[src/hw/rtl/irpw_pkg.sv]
// ============================================================================
// Pulse-width IR command sender package
// Shared widths, phase codes and configuration register indexes.
// ============================================================================
`timescale 1ns / 1ps
`default_nettype none

package irpw_pkg;

    // Field and register widths
    localparam int CMD_W      = 32;
    localparam int CMD_IDX_W  = $clog2(CMD_W);
    localparam int TIMER_W    = 16;
    localparam int UNIT_W     = 16;
    localparam int HDR_W      = 4;
    localparam int GAP_W      = 20;
    localparam int REP_W      = 4;
    localparam int BITS_W     = 6;
    localparam int ICTR_W     = 20;
    localparam int CFG_IDX_W  = 3;
    localparam int CFG_DATA_W = 20;
    localparam int OUT_DATA_W = 8;

    // Configuration register indexes
    localparam logic [CFG_IDX_W-1:0] CFG_CARRIER_COMPARE = 3'd0;
    localparam logic [CFG_IDX_W-1:0] CFG_UNIT_LENGTH     = 3'd1;
    localparam logic [CFG_IDX_W-1:0] CFG_HEADER_UNITS    = 3'd2;
    localparam logic [CFG_IDX_W-1:0] CFG_GAP_LENGTH      = 3'd3;
    localparam logic [CFG_IDX_W-1:0] CFG_FRAME_REPEATS   = 3'd4;
    localparam logic [CFG_IDX_W-1:0] CFG_BITS_PER_FRAME  = 3'd5;

    // Frame phase codes
    localparam logic [2:0] PH_IDLE      = 3'd0;
    localparam logic [2:0] PH_HDR_MARK  = 3'd1;
    localparam logic [2:0] PH_HDR_SPACE = 3'd2;
    localparam logic [2:0] PH_BIT_MARK  = 3'd3;
    localparam logic [2:0] PH_BIT_SPACE = 3'd4;
    localparam logic [2:0] PH_GAP       = 3'd5;

    // One result request
    typedef struct packed {
        logic done_res;
        logic start_rejected;
        logic busy_res;
        logic mark_active;
        logic ir_level;
    } irpw_result_t;

endpackage

`default_nettype wire

[src/hw/rtl/ir_pulse_width_command_sender.sv]
// ============================================================================
// Pulse-width IR command sender
// Sends a command word as carrier-modulated pulse-width frames, one timer
// tick per input request.
// ============================================================================
`timescale 1ns / 1ps
`default_nettype none

// Each input request is either a timer tick (tuser 0) or a start (tuser 1,
// command in tdata), and each one yields exactly one result request that
// describes the tick just spent. The block takes one request per clock cycle
// unless the result stream stalls, and its result passes through the input
// register, where the frame state advances, and then the output register. A start
// that arrives while a command is still being sent is flagged and ignored.
// Configuration writes are taken at any time and apply from the next tick.
module ir_pulse_width_command_sender (
    input  wire                             aclk,
    input  wire                             aresetn,
    // Configuration write channel
    input  wire                             cfg_valid,
    output logic                            cfg_ready,
    input  wire  [irpw_pkg::CFG_IDX_W-1:0]  cfg_index,
    input  wire  [irpw_pkg::CFG_DATA_W-1:0] cfg_data,
    // Input stream
    input  wire                             s_axis_tvalid,
    output logic                            s_axis_tready,
    input  wire  [irpw_pkg::CMD_W-1:0]      s_axis_tdata,   // [31:0] command
    input  wire                             s_axis_tuser,   // [0] func
    // Result stream
    output logic                            m_axis_tvalid,
    input  wire                             m_axis_tready,
    // [0] ir_level, [1] mark_active, [2] busy_res, [3] start_rejected,
    // [4] done_res, [7:5] zero
    output logic [irpw_pkg::OUT_DATA_W-1:0] m_axis_tdata
);
    import irpw_pkg::*;

    // Configuration registers
    logic [TIMER_W-1:0] carrier_compare_reg;
    logic [UNIT_W-1:0]  unit_length_reg;
    logic [HDR_W-1:0]   header_units_reg;
    logic [GAP_W-1:0]   gap_length_reg;
    logic [REP_W-1:0]   frame_repeats_reg;
    logic [BITS_W-1:0]  bits_per_frame_reg;

    // Input register
    logic               in_valid_reg;
    logic               in_func_reg;
    logic [CMD_W-1:0]   in_cmd_reg;

    // Frame state
    logic [2:0]         phase_reg, phase_next;
    logic [ICTR_W-1:0]  ictr_reg, ictr_next;
    logic [BITS_W-1:0]  bit_idx_reg, bit_idx_next;
    logic [REP_W-1:0]   rep_idx_reg, rep_idx_next;
    logic [CMD_W-1:0]   held_cmd_reg, held_cmd_next;
    logic [TIMER_W-1:0] car_ctr_reg, car_ctr_next;
    logic               car_lvl_reg, car_lvl_next;

    // Output register
    logic               out_valid_reg;
    irpw_result_t       out_reg, res_next;

    logic               advance;
    logic               cur_bit;
    logic               is_mark;
    logic [ICTR_W-1:0]  raw_len;
    logic [ICTR_W-1:0]  int_len;
    logic               int_end;
    logic [BITS_W-1:0]  bit_inc;
    logic [REP_W-1:0]   rep_inc;
    logic [REP_W-1:0]   rep_max;

    assign cfg_ready     = 1'b1;
    assign advance       = in_valid_reg && (!out_valid_reg || m_axis_tready);
    assign s_axis_tready = !in_valid_reg || advance;
    assign m_axis_tvalid = out_valid_reg;
    assign m_axis_tdata  = {{(OUT_DATA_W - $bits(irpw_result_t)){1'b0}}, out_reg};

    // Configuration writes; unknown indexes are ignored
    always_ff @(posedge aclk) begin
        if (!aresetn) begin
            carrier_compare_reg <= 16'd49;
            unit_length_reg     <= 16'd1200;
            header_units_reg    <= 4'd4;
            gap_length_reg      <= 20'd80000;
            frame_repeats_reg   <= 4'd3;
            bits_per_frame_reg  <= 6'd20;
        end else if (cfg_valid && cfg_ready) begin
            unique case (cfg_index)
                CFG_CARRIER_COMPARE: carrier_compare_reg <= cfg_data[TIMER_W-1:0];
                CFG_UNIT_LENGTH:     unit_length_reg     <= cfg_data[UNIT_W-1:0];
                CFG_HEADER_UNITS:    header_units_reg    <= cfg_data[HDR_W-1:0];
                CFG_GAP_LENGTH:      gap_length_reg      <= cfg_data[GAP_W-1:0];
                CFG_FRAME_REPEATS:   frame_repeats_reg   <= cfg_data[REP_W-1:0];
                CFG_BITS_PER_FRAME:  bits_per_frame_reg  <= cfg_data[BITS_W-1:0];
                default: ;
            endcase
        end
    end

    // Input register
    always_ff @(posedge aclk) begin
        if (!aresetn) begin
            in_valid_reg <= 1'b0;
        end else if (s_axis_tready) begin
            in_valid_reg <= s_axis_tvalid;
        end
        if (s_axis_tready && s_axis_tvalid) begin
            in_func_reg <= s_axis_tuser;
            in_cmd_reg  <= s_axis_tdata;
        end
    end

    // Current command bit; positions past the word send zero
    always_comb begin
        if (bit_idx_reg < BITS_W'(CMD_W)) begin
            cur_bit = held_cmd_reg[bit_idx_reg[CMD_IDX_W-1:0]];
        end else begin
            cur_bit = 1'b0;
        end
    end

    // Length of the current interval, at least one tick
    always_comb begin
        unique case (phase_reg)
            PH_HDR_MARK:  raw_len = ICTR_W'(header_units_reg) * ICTR_W'(unit_length_reg);
            PH_BIT_MARK:  raw_len = cur_bit ? ICTR_W'({unit_length_reg, 1'b0})
                                            : ICTR_W'(unit_length_reg);
            PH_HDR_SPACE,
            PH_BIT_SPACE: raw_len = ICTR_W'(unit_length_reg);
            default:      raw_len = gap_length_reg;
        endcase
        int_len = (raw_len == '0) ? ICTR_W'(1) : raw_len;
    end

    assign is_mark = (phase_reg == PH_HDR_MARK) || (phase_reg == PH_BIT_MARK);
    assign int_end = ({1'b0, ictr_reg} + (ICTR_W + 1)'(1)) >= {1'b0, int_len};
    assign bit_inc = bit_idx_reg + BITS_W'(1);
    assign rep_inc = rep_idx_reg + REP_W'(1);
    assign rep_max = (frame_repeats_reg == '0) ? REP_W'(1) : frame_repeats_reg;

    // Next frame state and result for the request in the input register
    always_comb begin
        phase_next    = phase_reg;
        ictr_next     = ictr_reg;
        bit_idx_next  = bit_idx_reg;
        rep_idx_next  = rep_idx_reg;
        held_cmd_next = held_cmd_reg;
        car_ctr_next  = car_ctr_reg;
        car_lvl_next  = car_lvl_reg;
        res_next      = '0;

        priority if (in_func_reg) begin
            // Start request
            res_next.busy_res = 1'b1;
            if (phase_reg != PH_IDLE) begin
                res_next.start_rejected = 1'b1;
            end else begin
                held_cmd_next = in_cmd_reg;
                phase_next    = PH_HDR_MARK;
                ictr_next     = '0;
                bit_idx_next  = '0;
                rep_idx_next  = '0;
                car_ctr_next  = '0;
                car_lvl_next  = 1'b0;
            end
        end else if (phase_reg != PH_IDLE) begin
            // Busy tick: report the tick, then step the carrier and the interval
            res_next.busy_res    = 1'b1;
            res_next.mark_active = is_mark;
            res_next.ir_level    = is_mark && car_lvl_reg;

            if (car_ctr_reg >= carrier_compare_reg) begin
                car_ctr_next = '0;
                if (is_mark) begin
                    car_lvl_next = !car_lvl_reg;
                end
            end else begin
                car_ctr_next = car_ctr_reg + TIMER_W'(1);
            end

            if (int_end) begin
                ictr_next = '0;
                unique case (phase_reg)
                    PH_HDR_MARK: begin
                        phase_next = PH_HDR_SPACE;
                    end
                    PH_HDR_SPACE: begin
                        bit_idx_next = '0;
                        phase_next   = (bits_per_frame_reg != '0) ? PH_BIT_MARK : PH_GAP;
                    end
                    PH_BIT_MARK: begin
                        phase_next = PH_BIT_SPACE;
                    end
                    PH_BIT_SPACE: begin
                        bit_idx_next = bit_inc;
                        phase_next   = (bit_inc < bits_per_frame_reg && bit_inc != '0)
                                       ? PH_BIT_MARK : PH_GAP;
                    end
                    default: begin
                        // End of gap: next repeat or done
                        bit_idx_next = '0;
                        if (rep_inc != '0 && rep_inc < rep_max) begin
                            rep_idx_next = rep_inc;
                            phase_next   = PH_HDR_MARK;
                        end else begin
                            rep_idx_next      = '0;
                            phase_next        = PH_IDLE;
                            res_next.done_res = 1'b1;
                        end
                    end
                endcase
            end else begin
                ictr_next = ictr_reg + ICTR_W'(1);
            end
        end else begin
            // Idle tick: all fields zero
            res_next = '0;
        end
    end

    // Frame state registers
    always_ff @(posedge aclk) begin
        if (!aresetn) begin
            phase_reg    <= PH_IDLE;
            ictr_reg     <= '0;
            bit_idx_reg  <= '0;
            rep_idx_reg  <= '0;
            held_cmd_reg <= '0;
            car_ctr_reg  <= '0;
            car_lvl_reg  <= 1'b0;
        end else if (advance) begin
            phase_reg    <= phase_next;
            ictr_reg     <= ictr_next;
            bit_idx_reg  <= bit_idx_next;
            rep_idx_reg  <= rep_idx_next;
            held_cmd_reg <= held_cmd_next;
            car_ctr_reg  <= car_ctr_next;
            car_lvl_reg  <= car_lvl_next;
        end
    end

    // Output register
    always_ff @(posedge aclk) begin
        if (!aresetn) begin
            out_valid_reg <= 1'b0;
        end else if (!out_valid_reg || m_axis_tready) begin
            out_valid_reg <= in_valid_reg;
        end
        if (advance) begin
            out_reg <= res_next;
        end
    end

`ifndef SYNTHESIS
    // An accepted start always begins the header mark
    a_start_enters_header: assert property (@(posedge aclk) disable iff (!aresetn)
        (advance && in_func_reg && phase_reg == PH_IDLE) |=> (phase_reg == PH_HDR_MARK))
        else $error("accepted start did not enter the header mark");

    // The emitter is only driven during a mark
    a_ir_only_in_mark: assert property (@(posedge aclk) disable iff (!aresetn)
        out_valid_reg |-> !(out_reg.ir_level && !out_reg.mark_active))
        else $error("ir_level high outside a mark");

    // The final tick leaves the block idle and is reported as busy
    a_done_goes_idle: assert property (@(posedge aclk) disable iff (!aresetn)
        (advance && res_next.done_res) |=> (phase_reg == PH_IDLE && out_reg.busy_res))
        else $error("done without returning to idle");
`endif

endmodule

`default_nettype wire

[config.mk]
export PLATFORM = sky130hd
export DESIGN_NAME = ir_pulse_width_command_sender
export DESIGN_NICKNAME = d
export VERILOG_FILES = /design/src/hw/rtl/irpw_pkg.sv /design/src/hw/rtl/ir_pulse_width_command_sender.sv
export SDC_FILE = /design/constraint.sdc
export NUM_CORES = 1
export LEC_CHECK = 0
export BUFFER_PORTS_ARGS = -buffer_cell sky130_fd_sc_hd__clkbuf_2
export CAP_MARGIN = 20
export CORE_ASPECT_RATIO = 0.9
export CORE_MARGIN = 3
export CORE_UTILIZATION = 40
export CTS_BUF_LIST = sky130_fd_sc_hd__clkbuf_8
export DETAILED_ROUTE_END_ITERATION = 8
export RECOVER_POWER = 50
export SLEW_MARGIN = 20
export SYNTH_ARGS = -nofsm -noshare
export SYNTH_HDL_FRONTEND = slang
export SYNTH_SLANG_ARGS = --single-unit
[constraint.sdc]
create_clock -name aclk -period 7.5 [get_ports aclk]
set_clock_uncertainty 0.1 [all_clocks]
set_input_delay 1.125 -clock aclk [delete_from_list [all_inputs] [get_ports aclk]]
set_output_delay 1.125 -clock aclk [all_outputs]
set_load 0.01 [all_outputs]
### Word-level counts from Yosys, hierarchy flattened

Index checks and enable logic that the tools add are counted.

* register bits after elaboration: 188
* bits in latches: 0
* RAM bits: 0
* bits in read-only memories: 0
* bits of input ports: 61
* output and inout port bits: 11
* logic and storage cells: 129
* memories: 0

* $add $sub $neg: 5
* $mul: 1
* div/mod/pow operators: 0
* $lt $le $gt $ge: 6
* eq/ne operators: 12
* shifts and indexed selects: 0
* mux-type cells: 42
* bitwise logic cells: 2
* reductions and logical operators: 39

Operators by type and width (number)
* 20-bit two-way mux: 5
* 16-bit two-way mux: 4
* 20-bit case mux with 3 select lines: 1
* 4-bit two-way mux: 7
* 6-bit two-way mux: 4
* 20-bit by 1-bit adder with 21-bit output, second input constant: 1
* 21-bit by 20-bit greater-or-equal comparator with 1-bit output: 1
* 3-bit two-way mux: 7
* 20-bit by 1-bit adder with 20-bit output, second input constant: 1
* 20-bit logical NOT: 1
* 4-bit by 16-bit multiplier with 20-bit output: 1
* 17-bit two-way mux: 1
* 16-bit by 1-bit adder with 16-bit output, second input constant: 1
* 16-bit greater-or-equal comparator: 1
* 5-bit AND reduction: 3
* 3-bit by 2-bit == test with 1-bit output, second input constant: 4
* 3-bit case mux with 4 select lines: 1
* 6-bit case mux with 2 select lines: 1
* 2-bit AND reduction: 6
* 6-bit nonzero test: 2
* 1-bit two-way mux: 10
* 3-bit == test, second input constant: 3
* 2-bit nonzero test: 4
* 7-bit OR reduction: 1
* 22 further kinds: 36

### Logic depth before layout (Yosys ltp)

Gate-level depths: netlist of run 1.

* word-level depth: 11
* mapped depth: 27
* gate-level depth less buffers: 25

### Worst setup path after synthesis of run 1

OpenSTA, ideal clock, no wires.

* path type: reg-to-reg
* start: register header_units_reg[1]
* end: register out_reg (netlist bit m_axis_tdata[4]), data pin
* setup time: 274 ps
* arrival time: 5730 ps
* data required time: 7126 ps
* path slack: 1396 ps
* stages on the path, launching flop included: 25
* buffers on the path: 2
* cells stage by stage: dfxtp_1 -> clkbuf_1 -> and2_1 -> fa_1 -> fa_1 -> ha_1 -> a211oi_1 -> nor3_1 -> o41a_1 -> nor3_1 -> nor3b_1 -> a2111oi_0 -> nand4_1 -> or4_1 -> o21bai_1 -> ha_1 -> and4_1 -> o31a_1 -> o21a_1 -> o21ai_0 -> a21oi_1 -> o21a_1 -> nor2_1 -> clkbuf_1 -> nor4_1

* word-level cells in the longest chain between the ends: 7

Ends and longest elaborated chain
* start: declaration: RTL line ir_pulse_width_command_sender.sv:41 `logic [HDR_W-1:0] header_units_reg;`
* start signal: assignment: RTL line ir_pulse_width_command_sender.sv:93 `CFG_HEADER_UNITS: header_units_reg <= cfg_data[HDR_W-1:0];`
* 4-bit by 16-bit multiplier with 20-bit output (*): RTL line ir_pulse_width_command_sender.sv:127 `PH_HDR_MARK: raw_len = ICTR_W'(header_units_reg) * ICTR_W'(unit_length_reg);`
* 20-bit case mux with 3 select lines (*): RTL line ir_pulse_width_command_sender.sv:126 `unique case (phase_reg)`
* 20-bit logical NOT: RTL line ir_pulse_width_command_sender.sv:134 `int_len = (raw_len == '0) ? ICTR_W'(1) : raw_len;`
* 20-bit two-way mux (*): RTL line ir_pulse_width_command_sender.sv:134
* 21-bit by 20-bit greater-or-equal comparator with 1-bit output (*): RTL line ir_pulse_width_command_sender.sv:138 `assign int_end = ({1'b0, ictr_reg} + (ICTR_W + 1)'(1)) >= {1'b0, int_len};`
* 1-bit NOT (no source line) (*)
* 7-bit OR reduction (no source line) (*)
* end signal: assignment: RTL line ir_pulse_width_command_sender.sv:252 `out_reg <= res_next;`
* end: declaration: RTL line ir_pulse_width_command_sender.sv:62 `irpw_result_t out_reg, res_next;`

Every way passes the cells marked *; elsewhere a longest branch is shown, timed or not.
A chain may end at the register's enable or synchronous reset.

### Worst setup path after layout of run 1

* start: register header_units_reg[3]
* end: register ictr_reg[15]

* word-level cells in the longest chain between the ends: 8

Ends and longest elaborated chain
* 4-bit by 16-bit multiplier with 20-bit output (*): RTL line ir_pulse_width_command_sender.sv:127
* 20-bit case mux with 3 select lines (*): RTL line ir_pulse_width_command_sender.sv:126
* 20-bit logical NOT: RTL line ir_pulse_width_command_sender.sv:134
* 20-bit two-way mux (*): RTL line ir_pulse_width_command_sender.sv:134
* 21-bit by 20-bit greater-or-equal comparator with 1-bit output (*): RTL line ir_pulse_width_command_sender.sv:138
* 20-bit two-way mux (*): RTL line ir_pulse_width_command_sender.sv:183 `if (int_end) begin`
* 20-bit two-way mux (*): RTL line ir_pulse_width_command_sender.sv:168 `end else if (phase_reg != PH_IDLE) begin`
* 20-bit two-way mux (*): RTL line ir_pulse_width_command_sender.sv:154 `priority if (in_func_reg) begin`
* end signal: assignment: RTL line ir_pulse_width_command_sender.sv:235 `ictr_reg <= ictr_next;`
* end: declaration: RTL line ir_pulse_width_command_sender.sv:53 `logic [ICTR_W-1:0] ictr_reg, ictr_next;`

Every way passes the cells marked *; elsewhere a longest branch is shown, timed or not. The select of a mux whose other input is x is not followed.

==> qor.yml, run 1 <==
synthDominantCellAreaShare_pct: 25.9
worstMarginPinSlew_ns: 1.83
ctsResizeCount: 0
status: "finished, violations left"
drt_iter0_drc: 734
detail_route.first_pass.iterations: 6
number_of_antenna_violations_at_the_first_check_in_global_routing: 0
hold_viol_final: 0
final-setup-viol-count: 0
post_detailed_route_via_to_cell_ratio: 5.49
async_reset_ff_share_pct: 0
cp_data_required_time_ns: 7.79
clkSlewWorstSetupHoldPaths_ns: 0.13
cp_launch_type: "register"
met3_usage_pct: 3.56
timing.final.crit_share_pct: 91.6
timing.slew.headroom_pct: -22.0
critPathCaptureType: "register"
maxCapViolations: 2
critical_path_arrival_ns: 7.16
met1_resource_use_gr_pct: 28.4
stdcell_count: 1760
hold_path.startpoint: "held_cmd_reg[17]"
cts_buffers: 17
yosysSeqAreaShare_pct: 35.8
seqPwrFrac_pct: 54.7
clock_network_fraction_of_design_power_pct: 36.6
global_route.peak_usage_layer: "met2"
power.density_cell_area_nw_per_um2: 158
die_area_sq_um: 31000
synth-seq-cells: 188
global_route.usage.total_pct: 19.7
synth_edf_count: 38
netSwitchingPower_uw: 567
cts_htree_levels: 4
critPathMaxFanout: 17
hold_path.class: "register to register"
drtAntennaViolNets: 0
buffer_ports.inserted: 67
wl_per_cell_um: 17.2
die_height_um: 167
mean_instance_size_in_the_synthesized_netlist_sq_um: 8.49
synthDominantAreaCellType: "sky130_fd_sc_hd__dfxtp_1"
area_growth_pct: 8.18
core-area_sq_um: 28200
setup_fix_bufs_post_cts: 0
total_leakage_power_uw: 0.00500
post-place-cells: 1728
synth.distinct_cells: 80
num_io_pins: 72
grt_overflow_total: 0
vdd_ir_drop_max_uv: 115
initial_standard_cell_utilization_of_the_core_pct: 41.0
final_layout_size_suffix_gt1_share_pct: 8.50
criticalPathCategory: "register to register"
yosys_warnings: 0
max_clock_freq_mhz: 146
violations: "max-capacitance violations, max-slew violations"
mappedNetlistArea_sq_um: 11600
stdcell_area_sq_um: 12500
drc_errors: 0
power.share.combinational_pct: 8.7
power.share.switching_pct: 28.7
setup_repair_after_global_routing_missed_its_margin: "false"
design.final.nets: 1551
grt_pass1_vias: 9208
ctsHoldBuffers: 0
antennaDiodeCount: 0
netlist_instances: 1364
grt_pass1_wl_um: 49200
most_used_standard_cells_in_the_synthesized_netlist: "270 x sky130_fd_sc_hd__nand2_1, 150 x sky130_fd_sc_hd__dfxtp_1, 118 x sky130_fd_sc_hd__a21oi_1, 75 x sky130_fd_sc_hd__ha_1, 68 x sky130_fd_sc_hd__nor2_1"
routed_wirelength_um: 30300
post_detailed_placement_half_perimeter_wirelength_um: 22500
synth_ff_type: "sky130_fd_sc_hd__dfxtp_1"
cts.root.buffer_cell: "sky130_fd_sc_hd__clkbuf_8"
vias: 9669
worst_skew_pair.late_latency_ns: 0.48
startpoint: "header_units_reg[3]"
final_max_slew_viol_count: 87
finalWeightedCongestion: 0.890
cts_max_path_buffers: 2
gr_layer_usage_met2_pct: 31.0
final_critical_delay_including_setup_and_external_delays_ns: 6.87
fin_tns_setup_ns: 0
die_span_x_um: 185
setup_slack_ns: 0.630
critical_path.reg2reg.startpoint: "header_units_reg[3]"
cts_tree: "built"
pin_count_of_the_biggest_net_entering_global_routing: 55
dpl_cell_area_sq_um: 12100
numClockSinks: 188
fp-row-count: 58
power.internal_uw: 1410
preCtsSetupSlack_ns: 0.730
synth_most_common_cell: "sky130_fd_sc_hd__nand2_1"
synth_area_leaders: "sky130_fd_sc_hd__dfxtp_1 26%, sky130_fd_sc_hd__edfxtp_1 9.9%, sky130_fd_sc_hd__nand2_1 8.8%, sky130_fd_sc_hd__ha_1 8.1%, sky130_fd_sc_hd__a21oi_1 5.1%"
[power groups by stage]
| stage | Combinational, uW | Sequential (uW) | Clock [uW] |
|---|---|---|---|
| after floorplan | 118 | 1090 | 0 |
| after global placement | 170 | 1100 | 0 |
| after detailed placement | 173 | 1100 | 0 |
| after CTS | 173 | 1080 | 742 |
| after global routing | 194 | 1090 | 784 |
| final | 173 | 1080 | 724 |
[final cells by class]
cell class / count / area [sq um]
well taps: 360 / 450
clock inverters: 15 / 193
flip-flops and latches: 188 / 4140
fillers: 2792 / 15700
multi-input cells: 1048 / 6900
inverters: 54 / 203
clock buffers: 17 / 234
repair buffers: 78 / 403
[critical path, stage by stage (launching register included)]
cell and delay, ns:
sky130_fd_sc_hd__dfxtp_1 0.67, sky130_fd_sc_hd__and2_1 0.23, sky130_fd_sc_hd__fa_1 0.44, sky130_fd_sc_hd__fa_1 0.49
sky130_fd_sc_hd__ha_1 0.32, sky130_fd_sc_hd__a211oi_1 0.47, sky130_fd_sc_hd__nor3_1 0.17, sky130_fd_sc_hd__o41a_1 0.43
sky130_fd_sc_hd__nor3_1 0.19, sky130_fd_sc_hd__nor3b_1 0.08, sky130_fd_sc_hd__a2111oi_0 0.33, sky130_fd_sc_hd__nand4_1 0.14
sky130_fd_sc_hd__or4_1 0.42, sky130_fd_sc_hd__o21bai_1 0.16, sky130_fd_sc_hd__ha_1 0.24, sky130_fd_sc_hd__and4_1 0.17
sky130_fd_sc_hd__o31a_1 0.27, sky130_fd_sc_hd__o21a_1 0.16, sky130_fd_sc_hd__o21ai_0 0.13, sky130_fd_sc_hd__a21oi_1 0.10
sky130_fd_sc_hd__o21ai_0 0.37, sky130_fd_sc_hd__nand3_1 0.20, sky130_fd_sc_hd__or3_1 0.36, sky130_fd_sc_hd__a31oi_1 0.14
[placed cells by master (no fill, tap or decap), types with 17 or more instances in the layout]
master,instances
sky130_fd_sc_hd__and2_1,65
sky130_fd_sc_hd__xnor2_1,21
sky130_fd_sc_hd__dfxtp_1,150
sky130_fd_sc_hd__clkbuf_8,17
sky130_fd_sc_hd__ha_1,75
sky130_fd_sc_hd__clkbuf_2,58
sky130_fd_sc_hd__edfxtp_1,38
sky130_fd_sc_hd__fa_1,28
sky130_fd_sc_hd__nand2_1,269
sky130_fd_sc_hd__xor2_1,25
sky130_fd_sc_hd__mux2i_1,40
sky130_fd_sc_hd__inv_1,55
sky130_fd_sc_hd__nand4_1,17
sky130_fd_sc_hd__a21oi_1,118
sky130_fd_sc_hd__a21o_1,22
sky130_fd_sc_hd__o21ai_0,31
sky130_fd_sc_hd__nor2_1,68
sky130_fd_sc_hd__nand3_1,52
[kinds of logic (layout without fill, tap and decap cells)]
group                      count (synthesis)  count (layout)  share of synthesized area (%)
AOI/OAI and AO/OA                        290             290                           16.5
xor gates and xnor gates                  46              46                           3.48
adders and majority gates                103             103                           12.9
buffers and inverters                    130             164                           4.72
DFF                                      188             188                           35.8
muxes                                     41              41                           3.56
other                                      2               4                         0.0649
and+or+nand+nor                          564             564                           23.0
[metal layers]
layer  vias to the layer above  share of wire (%)
li1                       4808                  -
met1                      4582                 48
met5                         -                  0
met2                       241                 46
met3                        38                5.1
met4                         0                1.6
[worst paths after layout]
check	endpoint	depth (start not counted)	slack (ns)
worst min register to register	held_cmd_reg[17]	2	0.36
worst min-delay path	held_cmd_reg[17]	2	0.36
worst max-delay path	ictr_reg[15]	23	0.63
worst max register to register	ictr_reg[15]	23	0.63
[per-stage QoR]
step / util [%] / total power, uW / hold slack (ns)
after floorplan: - / 1210 / 0.332
after global placement: 42.9 / 1270 / 0.342
after detailed placement: 42.9 / 1280 / 0.346
after CTS: 44.4 / 2000 / 0.362
after global routing: 44.4 / 2060 / 0.381
final: 44.4 / 1980 / 0.361
Power figures use the tool's default switching activity.
==> run 2: changes to the inputs <==
--- a/config.mk
+++ b/config.mk
@@ -12,6 +12,7 @@
 export CORE_UTILIZATION = 40
 export CTS_BUF_LIST = sky130_fd_sc_hd__clkbuf_8
 export DETAILED_ROUTE_END_ITERATION = 8
+export PLACE_DENSITY_LB_ADDON = 0.2
 export RECOVER_POWER = 50
 export SLEW_MARGIN = 20
 export SYNTH_ARGS = -nofsm -noshare
==> qor.yml, run 2 (synthesized netlist as in run 1, its figures left out) <==
status: "finished, violations left"
violations: "max-capacitance violations, max-slew violations"
timing.critical_path.slowest_cell_delay_ns: 0.66  # about the same
setup.reg_to_reg.worst_slack_ns: 0.56  # -0.07 ns
mostFrequentLayoutCells: "269 x sky130_fd_sc_hd__nand2_1, 147 x sky130_fd_sc_hd__dfxtp_1, 118 x sky130_fd_sc_hd__a21oi_1"
fin_tns_setup_ns: 0  # unchanged
cts_buffers: 17  # unchanged
power.density_cell_area_nw_per_um2: 155  # -1.7%
reg2reg_to: "ictr_reg[15]"
drtAntennaViolNets: 0  # unchanged
num_io_pins: 72  # unchanged
final_max_slew_viol_count: 34  # -61%
final_critical_delay_including_setup_and_external_delays_ns: 6.94  # +0.0695 ns
drc_errors: 0  # unchanged
post_detailed_placement_half_perimeter_wirelength_um: 22300  # -1.1%
pin_count_of_the_biggest_net_entering_global_routing: 59  # +7.3%
hold_path.class: "register to register"
path_delay_family: "simple AND/OR/NAND/NOR gates"
initial_standard_cell_utilization_of_the_core_pct: 41.0  # unchanged
buf_inv_stages_crit_path: 0  # unchanged
timing.critical_path.mode_cell: "sky130_fd_sc_hd__o21ai_0"
cts_tree: "built"
finalWeightedCongestion: 0.862  # -3.2%
vias: 9631  # -0.39%
worstMarginPinSlew_ns: 1.79  # -0.0456 ns
critical_path.reg2reg.startpoint: "unit_length_reg[8]"
cts.root.buffer_cell: "sky130_fd_sc_hd__clkbuf_8"
filler_cell_count: 2832  # +1.4%
netSwitchingPower_uw: 566  # -0.21%
max_clock_freq_mhz: 144  # -1.0%
die_area_sq_um: 31000  # unchanged
hold_viol_final: 0  # unchanged
buffer_ports.inserted: 67  # unchanged
clkSlewWorstSetupHoldPaths_ns: 0.12  # about the same
final-setup-viol-count: 0  # unchanged
antennaDiodeCount: 0  # unchanged
setup_fix_bufs_post_cts: 0  # unchanged
detail_route.first_pass.iterations: 6  # unchanged
grt_overflow_total: 0  # unchanged
drt_iter0_drc: 648  # -12%
clock_network_fraction_of_design_power_pct: 35.3  # -1.3 points
die_span_x_um: 185  # unchanged
fp-row-count: 58  # unchanged
core-area_sq_um: 28200  # unchanged
critical_path_arrival_ns: 7.23  # +0.07 ns
setup_repair_after_global_routing_missed_its_margin: "false"
timing.final.crit_share_pct: 92.5  # +0.93 points
die_height_um: 167  # unchanged
power.share.combinational_pct: 8.8  # about the same
preCtsSetupSlack_ns: 0.559  # -0.171 ns
multi_input_comb_area_sq_um: 6900  # about the same
layout.cells.most_common: "sky130_fd_sc_hd__nand2_1"
critPathMaxFanout: 9  # -8
min_delay_worst_endpoint: "ictr_reg[9]"
total_leakage_power_uw: 0.00496  # -0.65%
maxCapViolations: 1  # -1
ff2ff_path_depth: 23  # unchanged
timing.slew.headroom_pct: -19.0  # +3.0 points
number_of_antenna_violations_at_the_first_check_in_global_routing: 0  # unchanged
vdd_ir_drop_max_uv: 112  # -2.9%
cts_max_path_buffers: 2  # unchanged
grt_pass1_wl_um: 49200  # about the same
setup_slack_ns: 0.561  # -0.0695 ns
power.share.switching_pct: 29.2  # +0.55 points
routed_wirelength_um: 30300  # about the same
wl_per_cell_um: 17.2  # about the same
power.internal_uw: 1370  # -2.8%
area_growth_pct: 7.78
final_layout_size_suffix_gt1_share_pct: 8.44  # -0.059 points
post_detailed_route_via_to_cell_ratio: 5.48  # -0.28%
critPathCaptureType: "register"
design.final.nets: 1549  # -0.13%
p_total_uw: 1940  # -2.1%
sequential_cell_area_sq_um: 4150  # about the same
crit_path_cell_trace: "and2_1, fa_1, fa_1, ha_1, nand4_1, nor4b_1, a211oi_1, o21ai_0, a21oi_1, a2111oi_0, nand4_1, or4_1, o21bai_1, ha_1, and4_1, o31a_1, o21a_1, o21ai_0, a21oi_1, o21ai_0, nand3_1, or3_1, a31oi_1"
dpl_cell_area_sq_um: 12100  # -0.10%
hold_path.startpoint: "ictr_reg[9]"
grt_pass1_vias: 9039  # -1.8%
cp_launch_type: "register"
cts_htree_levels: 4  # unchanged
criticalPathCategory: "register to register"
holdPathStages: 2  # unchanged
worst_skew_pair.late_latency_ns: 0.48  # about the same
slowest_stage: "sky130_fd_sc_hd__dfxtp_1"
numClockSinks: 188  # unchanged
global_route.usage.total_pct: 19.7  # +0.042 points
core_utilization_of_the_finished_layout_pct: 44.2  # -0.16 points
cp_data_required_time_ns: 7.79  # about the same
stdcell_area_sq_um: 12500  # -0.37%
seqPwrFrac_pct: 55.8  # +1.1 points
-- run 2: area by class of cell --
type	count	share of cell area, %
multi-input cells	1048	55.3
flip-flops and latches	188	33.2
well taps	360	3.61
repair buffers	76	3.07
clock buffers	17	1.87
inverters	54	1.63
clock inverters	15	1.30
-- run 2: tightest hold or removal path: stages, from the launching register on --
cell	delay (ns)
sky130_fd_sc_hd__dfxtp_1	0.33
sky130_fd_sc_hd__nand2_1	0.05
sky130_fd_sc_hd__a21oi_1	0.05
-- run 2: power groups by stage --
stage | clock network [uW] | registers (uW) | logic [uW]
floorplan | 0 | 1090 | 118
global placement | 0 | 1100 | 170
detailed placement | 0 | 1100 | 172
CTS | 706 | 1080 | 173
global route | 748 | 1090 | 192
finish | 684 | 1080 | 171
-- run 2: worst max-delay path by stage --
stage	from	to	slack, ns	depth (start not counted)
finish	unit_length_reg[8]	ictr_reg[15]	0.56	23
global placement	header_units_reg[3]	ictr_reg[15]	0.64	23
global route	header_units_reg[1]	rep_idx_reg[1]	0.1	23
floorplan	header_units_reg[1]	m_axis_tdata[4]	1.40	24
detailed placement	header_units_reg[3]	ictr_reg[15]	0.56	23
CTS	header_units_reg[3]	rep_idx_reg[1]	0.52	23
-- run 2: repair_timing --
item / 4_1_cts / 5_1_grt
hold buffers: 0 / 0
resized for setup: 0 / 3
endpoints found under the setup margin: 0 / 27
-- run 2: routing by layer --
| metal | wire length (um) | GRT usage, % | vias up |
|---|---|---|---|
| met3 | 1260 | 2.63 | 17 |
| met2 | 13500 | 30.2 | 216 |
| met5 | 0 | 0 | - |
| met4 | 361 | 4.11 | 0 |
| li1 | - | - | 4803 |
| met1 | 15100 | 29.7 | 4595 |
-- run 2: stage by stage --
step | hold slack (ns) | cells
2_1_floorplan | 0.332 | 1366
3_3_place_gp | 0.340 | 1726
3_5_place_dp | 0.348 | 1726
4_1_cts | 0.364 | 1758
5_1_grt | 0.387 | 1758
6_report | 0.359 | 1758
==> run 3: changes to the inputs <==
--- a/config.mk
+++ b/config.mk
@@ -5,10 +5,11 @@
 export SDC_FILE = /design/constraint.sdc
 export NUM_CORES = 1
 export LEC_CHECK = 0
+export ABC_AREA = 1
 export BUFFER_PORTS_ARGS = -buffer_cell sky130_fd_sc_hd__clkbuf_2
 export CAP_MARGIN = 20
 export CORE_ASPECT_RATIO = 0.9
-export CORE_MARGIN = 3
+export CORE_MARGIN = 8
 export CORE_UTILIZATION = 40
 export CTS_BUF_LIST = sky130_fd_sc_hd__clkbuf_8
 export DETAILED_ROUTE_END_ITERATION = 8
==> qor.yml, run 3 <==
filler_cell_count: 3011  # +6.3%
routed_wirelength_um: 30900  # +2.0%
timing.critical_path.slowest_cell_delay_ns: 0.72  # +0.06 ns
timing.critical_path.mode_cell: "sky130_fd_sc_hd__nand2_1"
sequential_cell_area_sq_um: 4140  # about the same
wl_per_cell_um: 15.0  # -13%
worstMarginPinSlew_ns: 3.13  # +1.35 ns
buffer_ports.inserted: 67  # unchanged
synthDominantCellAreaShare_pct: 25.6  # -0.32 points
post_detailed_placement_half_perimeter_wirelength_um: 23600  # +5.8%
mappedNetlistArea_sq_um: 11700  # +1.3%
seqPwrFrac_pct: 53.3  # -2.5 points
synth_edf_count: 38  # unchanged
worst_skew_pair.late_latency_ns: 0.49  # about the same
power.internal_uw: 1410  # +3.1%
final-setup-viol-count: 0  # unchanged
number_of_antenna_violations_at_the_first_check_in_global_routing: 0  # unchanged
area_growth_pct: 8.35
grt_overflow_total: 0  # unchanged
timing.slew.headroom_pct: -109  # -90 points
critPathMaxFanout: 19  # +10
cp_launch_type: "register"
total_leakage_power_uw: 0.00588  # +18%
hold_path.class: "register to register"
antennaDiodeCount: 0  # unchanged
vias: 10400  # +7.8%
multi_input_comb_area_sq_um: 6440  # -6.7%
timing.final.crit_share_pct: 80.0  # -13 points
num_io_pins: 72  # unchanged
ff2ff_path_depth: 33  # +43%
clock_network_fraction_of_design_power_pct: 33.9  # -1.4 points
reg2reg_to: "ictr_reg[17]"
synthDominantAreaCellType: "sky130_fd_sc_hd__dfxtp_1"
drtAntennaViolNets: 0  # unchanged
setup_repair_after_global_routing_missed_its_margin: "false"
fp-row-count: 59  # +1.7%
final_layout_size_suffix_gt1_share_pct: 7.55  # -0.89 points
die_span_x_um: 196  # +6.0%
pin_count_of_the_biggest_net_entering_global_routing: 78  # +32%
initial_standard_cell_utilization_of_the_core_pct: 40.6  # -0.40 points
slowest_stage: "sky130_fd_sc_hd__dfxtp_1"
cts_htree_levels: 4  # unchanged
power.density_cell_area_nw_per_um2: 161  # +3.8%
ctsResizeCount: 0  # unchanged
cts_tree: "built"
die_area_sq_um: 35100  # +13%
final_max_slew_viol_count: 153  # +350%
critical_path_arrival_ns: 6.28  # -0.95 ns
finalWeightedCongestion: 0.906  # +5.1%
mostFrequentLayoutCells: "405 x sky130_fd_sc_hd__nand2_1, 210 x sky130_fd_sc_hd__inv_1, 150 x sky130_fd_sc_hd__dfxtp_1"
design.final.nets: 1819  # +17%
numClockSinks: 188  # unchanged
cts_max_path_buffers: 2  # unchanged
drc_errors: 0  # unchanged
hold_path.startpoint: "gap_length_reg[3]"
synth_ff_type: "sky130_fd_sc_hd__dfxtp_1"
synth-seq-cells: 188  # unchanged
violations: "max-capacitance violations, max-slew violations"
core-area_sq_um: 28900  # +2.2%
most_used_standard_cells_in_the_synthesized_netlist: "406 x sky130_fd_sc_hd__nand2_1, 210 x sky130_fd_sc_hd__inv_1, 150 x sky130_fd_sc_hd__dfxtp_1, 145 x sky130_fd_sc_hd__a21oi_1, 136 x sky130_fd_sc_hd__nand3_1"
cts.root.buffer_cell: "sky130_fd_sc_hd__clkbuf_8"
netSwitchingPower_uw: 633  # +12%
detail_route.first_pass.iterations: 5  # -1
ctsHoldBuffers: 0  # unchanged
async_reset_ff_share_pct: 0  # unchanged
criticalPathCategory: "register to register"
maxCapViolations: 3  # +2
cp_data_required_time_ns: 7.78  # about the same
layout.cells.most_common: "sky130_fd_sc_hd__nand2_1"
setup_fix_bufs_post_cts: 0  # unchanged
grt_pass1_wl_um: 50600  # +2.9%
fin_tns_setup_ns: 0  # unchanged
critical_path.reg2reg.startpoint: "header_units_reg[1]"
global_route.usage.total_pct: 17.8  # -1.9 points
synth_most_common_cell: "sky130_fd_sc_hd__nand2_1"
core_utilization_of_the_finished_layout_pct: 44.0  # -0.20 points
power.share.combinational_pct: 12.8  # +4.0 points
drt_iter0_drc: 930  # +44%
post_detailed_route_via_to_cell_ratio: 5.03  # -8.2%
final_critical_delay_including_setup_and_external_delays_ns: 6.00  # -0.942 ns
die_height_um: 178  # +6.6%
max_clock_freq_mhz: 167  # +16%
holdPathStages: 2  # unchanged
yosysSeqAreaShare_pct: 35.3  # -0.44 points
vdd_ir_drop_max_uv: 106  # -4.9%
critPathCaptureType: "register"
status: "finished, violations left"
synth_area_leaders: "sky130_fd_sc_hd__dfxtp_1 26%, sky130_fd_sc_hd__nand2_1 13%, sky130_fd_sc_hd__edfxtp_1 9.7%, sky130_fd_sc_hd__ha_1 8.0%, sky130_fd_sc_hd__inv_1 6.7%"
cts_buffers: 17  # unchanged
setup.reg_to_reg.worst_slack_ns: 1.50  # +0.94 ns
power.share.switching_pct: 30.9  # +1.7 points
mean_instance_size_in_the_synthesized_netlist_sq_um: 7.20  # -15%
clkSlewWorstSetupHoldPaths_ns: 0.11  # about the same
hold_viol_final: 0  # unchanged
whs_ns: 0.358  # -0.000647 ns
synth.distinct_cells: 55  # -31%
grt_pass1_vias: 9833  # +8.8%
netlist_instances: 1629  # +19%
min_delay_worst_endpoint: "gap_length_reg[3]"
yosys_warnings: 0  # unchanged
## run 3: cell count changes after synthesis, sizes merged, moves of 11 or more
cell / delta
a21o: -18
and3: -16
and2: -66
o21a: -11
nand2: +137
nor2b: -15
nand3: +86
a22oi: -16
inv: +162
mux2i: -40
o21ai: +54
a21oi: +27
xnor2: -13
nor2: +72
## run 3: worst max path at each step
stage	startpoint	end	slack (ns)	cells after the start
3_5_place_dp	header_units_reg[3]	ictr_reg[6]	1.57	33
6_report	header_units_reg[1]	ictr_reg[17]	1.50	33
5_1_grt	header_units_reg[3]	ictr_reg[16]	0.73	33
4_1_cts	header_units_reg[3]	ictr_reg[17]	1.53	33
3_3_place_gp	header_units_reg[3]	ictr_reg[10]	1.63	33
2_1_floorplan	header_units_reg[1]	ictr_reg[11]	2.39	37
## run 3: cells by family (layout without fill, tap and decap cells)
logic type                 count (synthesis)  in the layout  share of synthesized area, %
buffers and inverters                    291            328                          9.86
xor gates and xnor gates                  28             28                          2.22
adders and majority gates                103            103                          12.8
DFF                                      188            188                          35.3
AOI/OAI and AO/OA                        269            269                          12.3
and+or+nand+nor                          748            748                          27.4
other                                      2              4                        0.0641
## run 3: power by group through the flow
stage	registers, uW	clock network, uW	logic, uW
final	1090	693	262
after global routing	1100	747	298
after CTS	1090	710	261
after detailed placement	1110	0	260
after global placement	1110	0	256
after floorplan	1100	0	189
## run 3: through the flow
| step | total power [uW] | setup WS, ns | instance area, sq um | cells |
|---|---|---|---|---|
| finish | 2050 | 1.50 | 12700 | 2064 |
| floorplan | 1290 | 2.39 | 11700 | 1631 |
| detailed placement | 1370 | 1.57 | 12300 | 2032 |
| global route | 2140 | 0.731 | 12700 | 2064 |
| global placement | 1370 | 1.63 | 12300 | 2032 |
| CTS | 2060 | 1.53 | 12700 | 2064 |
## run 3: layer usage
layer,wire length (um),part of all wire [%],vias up,GRT usage [%]
met3,1990,6.4,30,4.36
met5,0,0,-,0
met2,13600,44,288,27.9
met4,493,1.6,0,4.73
li1,-,-,5335,-
met1,14900,48,4726,24.2
## run 3: final cells by class
type | count | area share, %
multi-input combinational | 1152 | 50.7
sequential | 188 | 32.6
inverter | 220 | 6.55
tap | 396 | 3.90
timing repair buffer | 76 | 3.02
clock buffer | 18 | 1.95
clock inverter | 14 | 1.27
## run 3: worst max-delay path, delay by kind of cell, from the launching register on
kind	cells	cell delay, ns
adders and majority gates	4	1.65
and+or+nand+nor	17	1.63
AOI/OAI and AO/OA	8	1.27
DFF	1	0.72
buffers and inverters	4	0.57
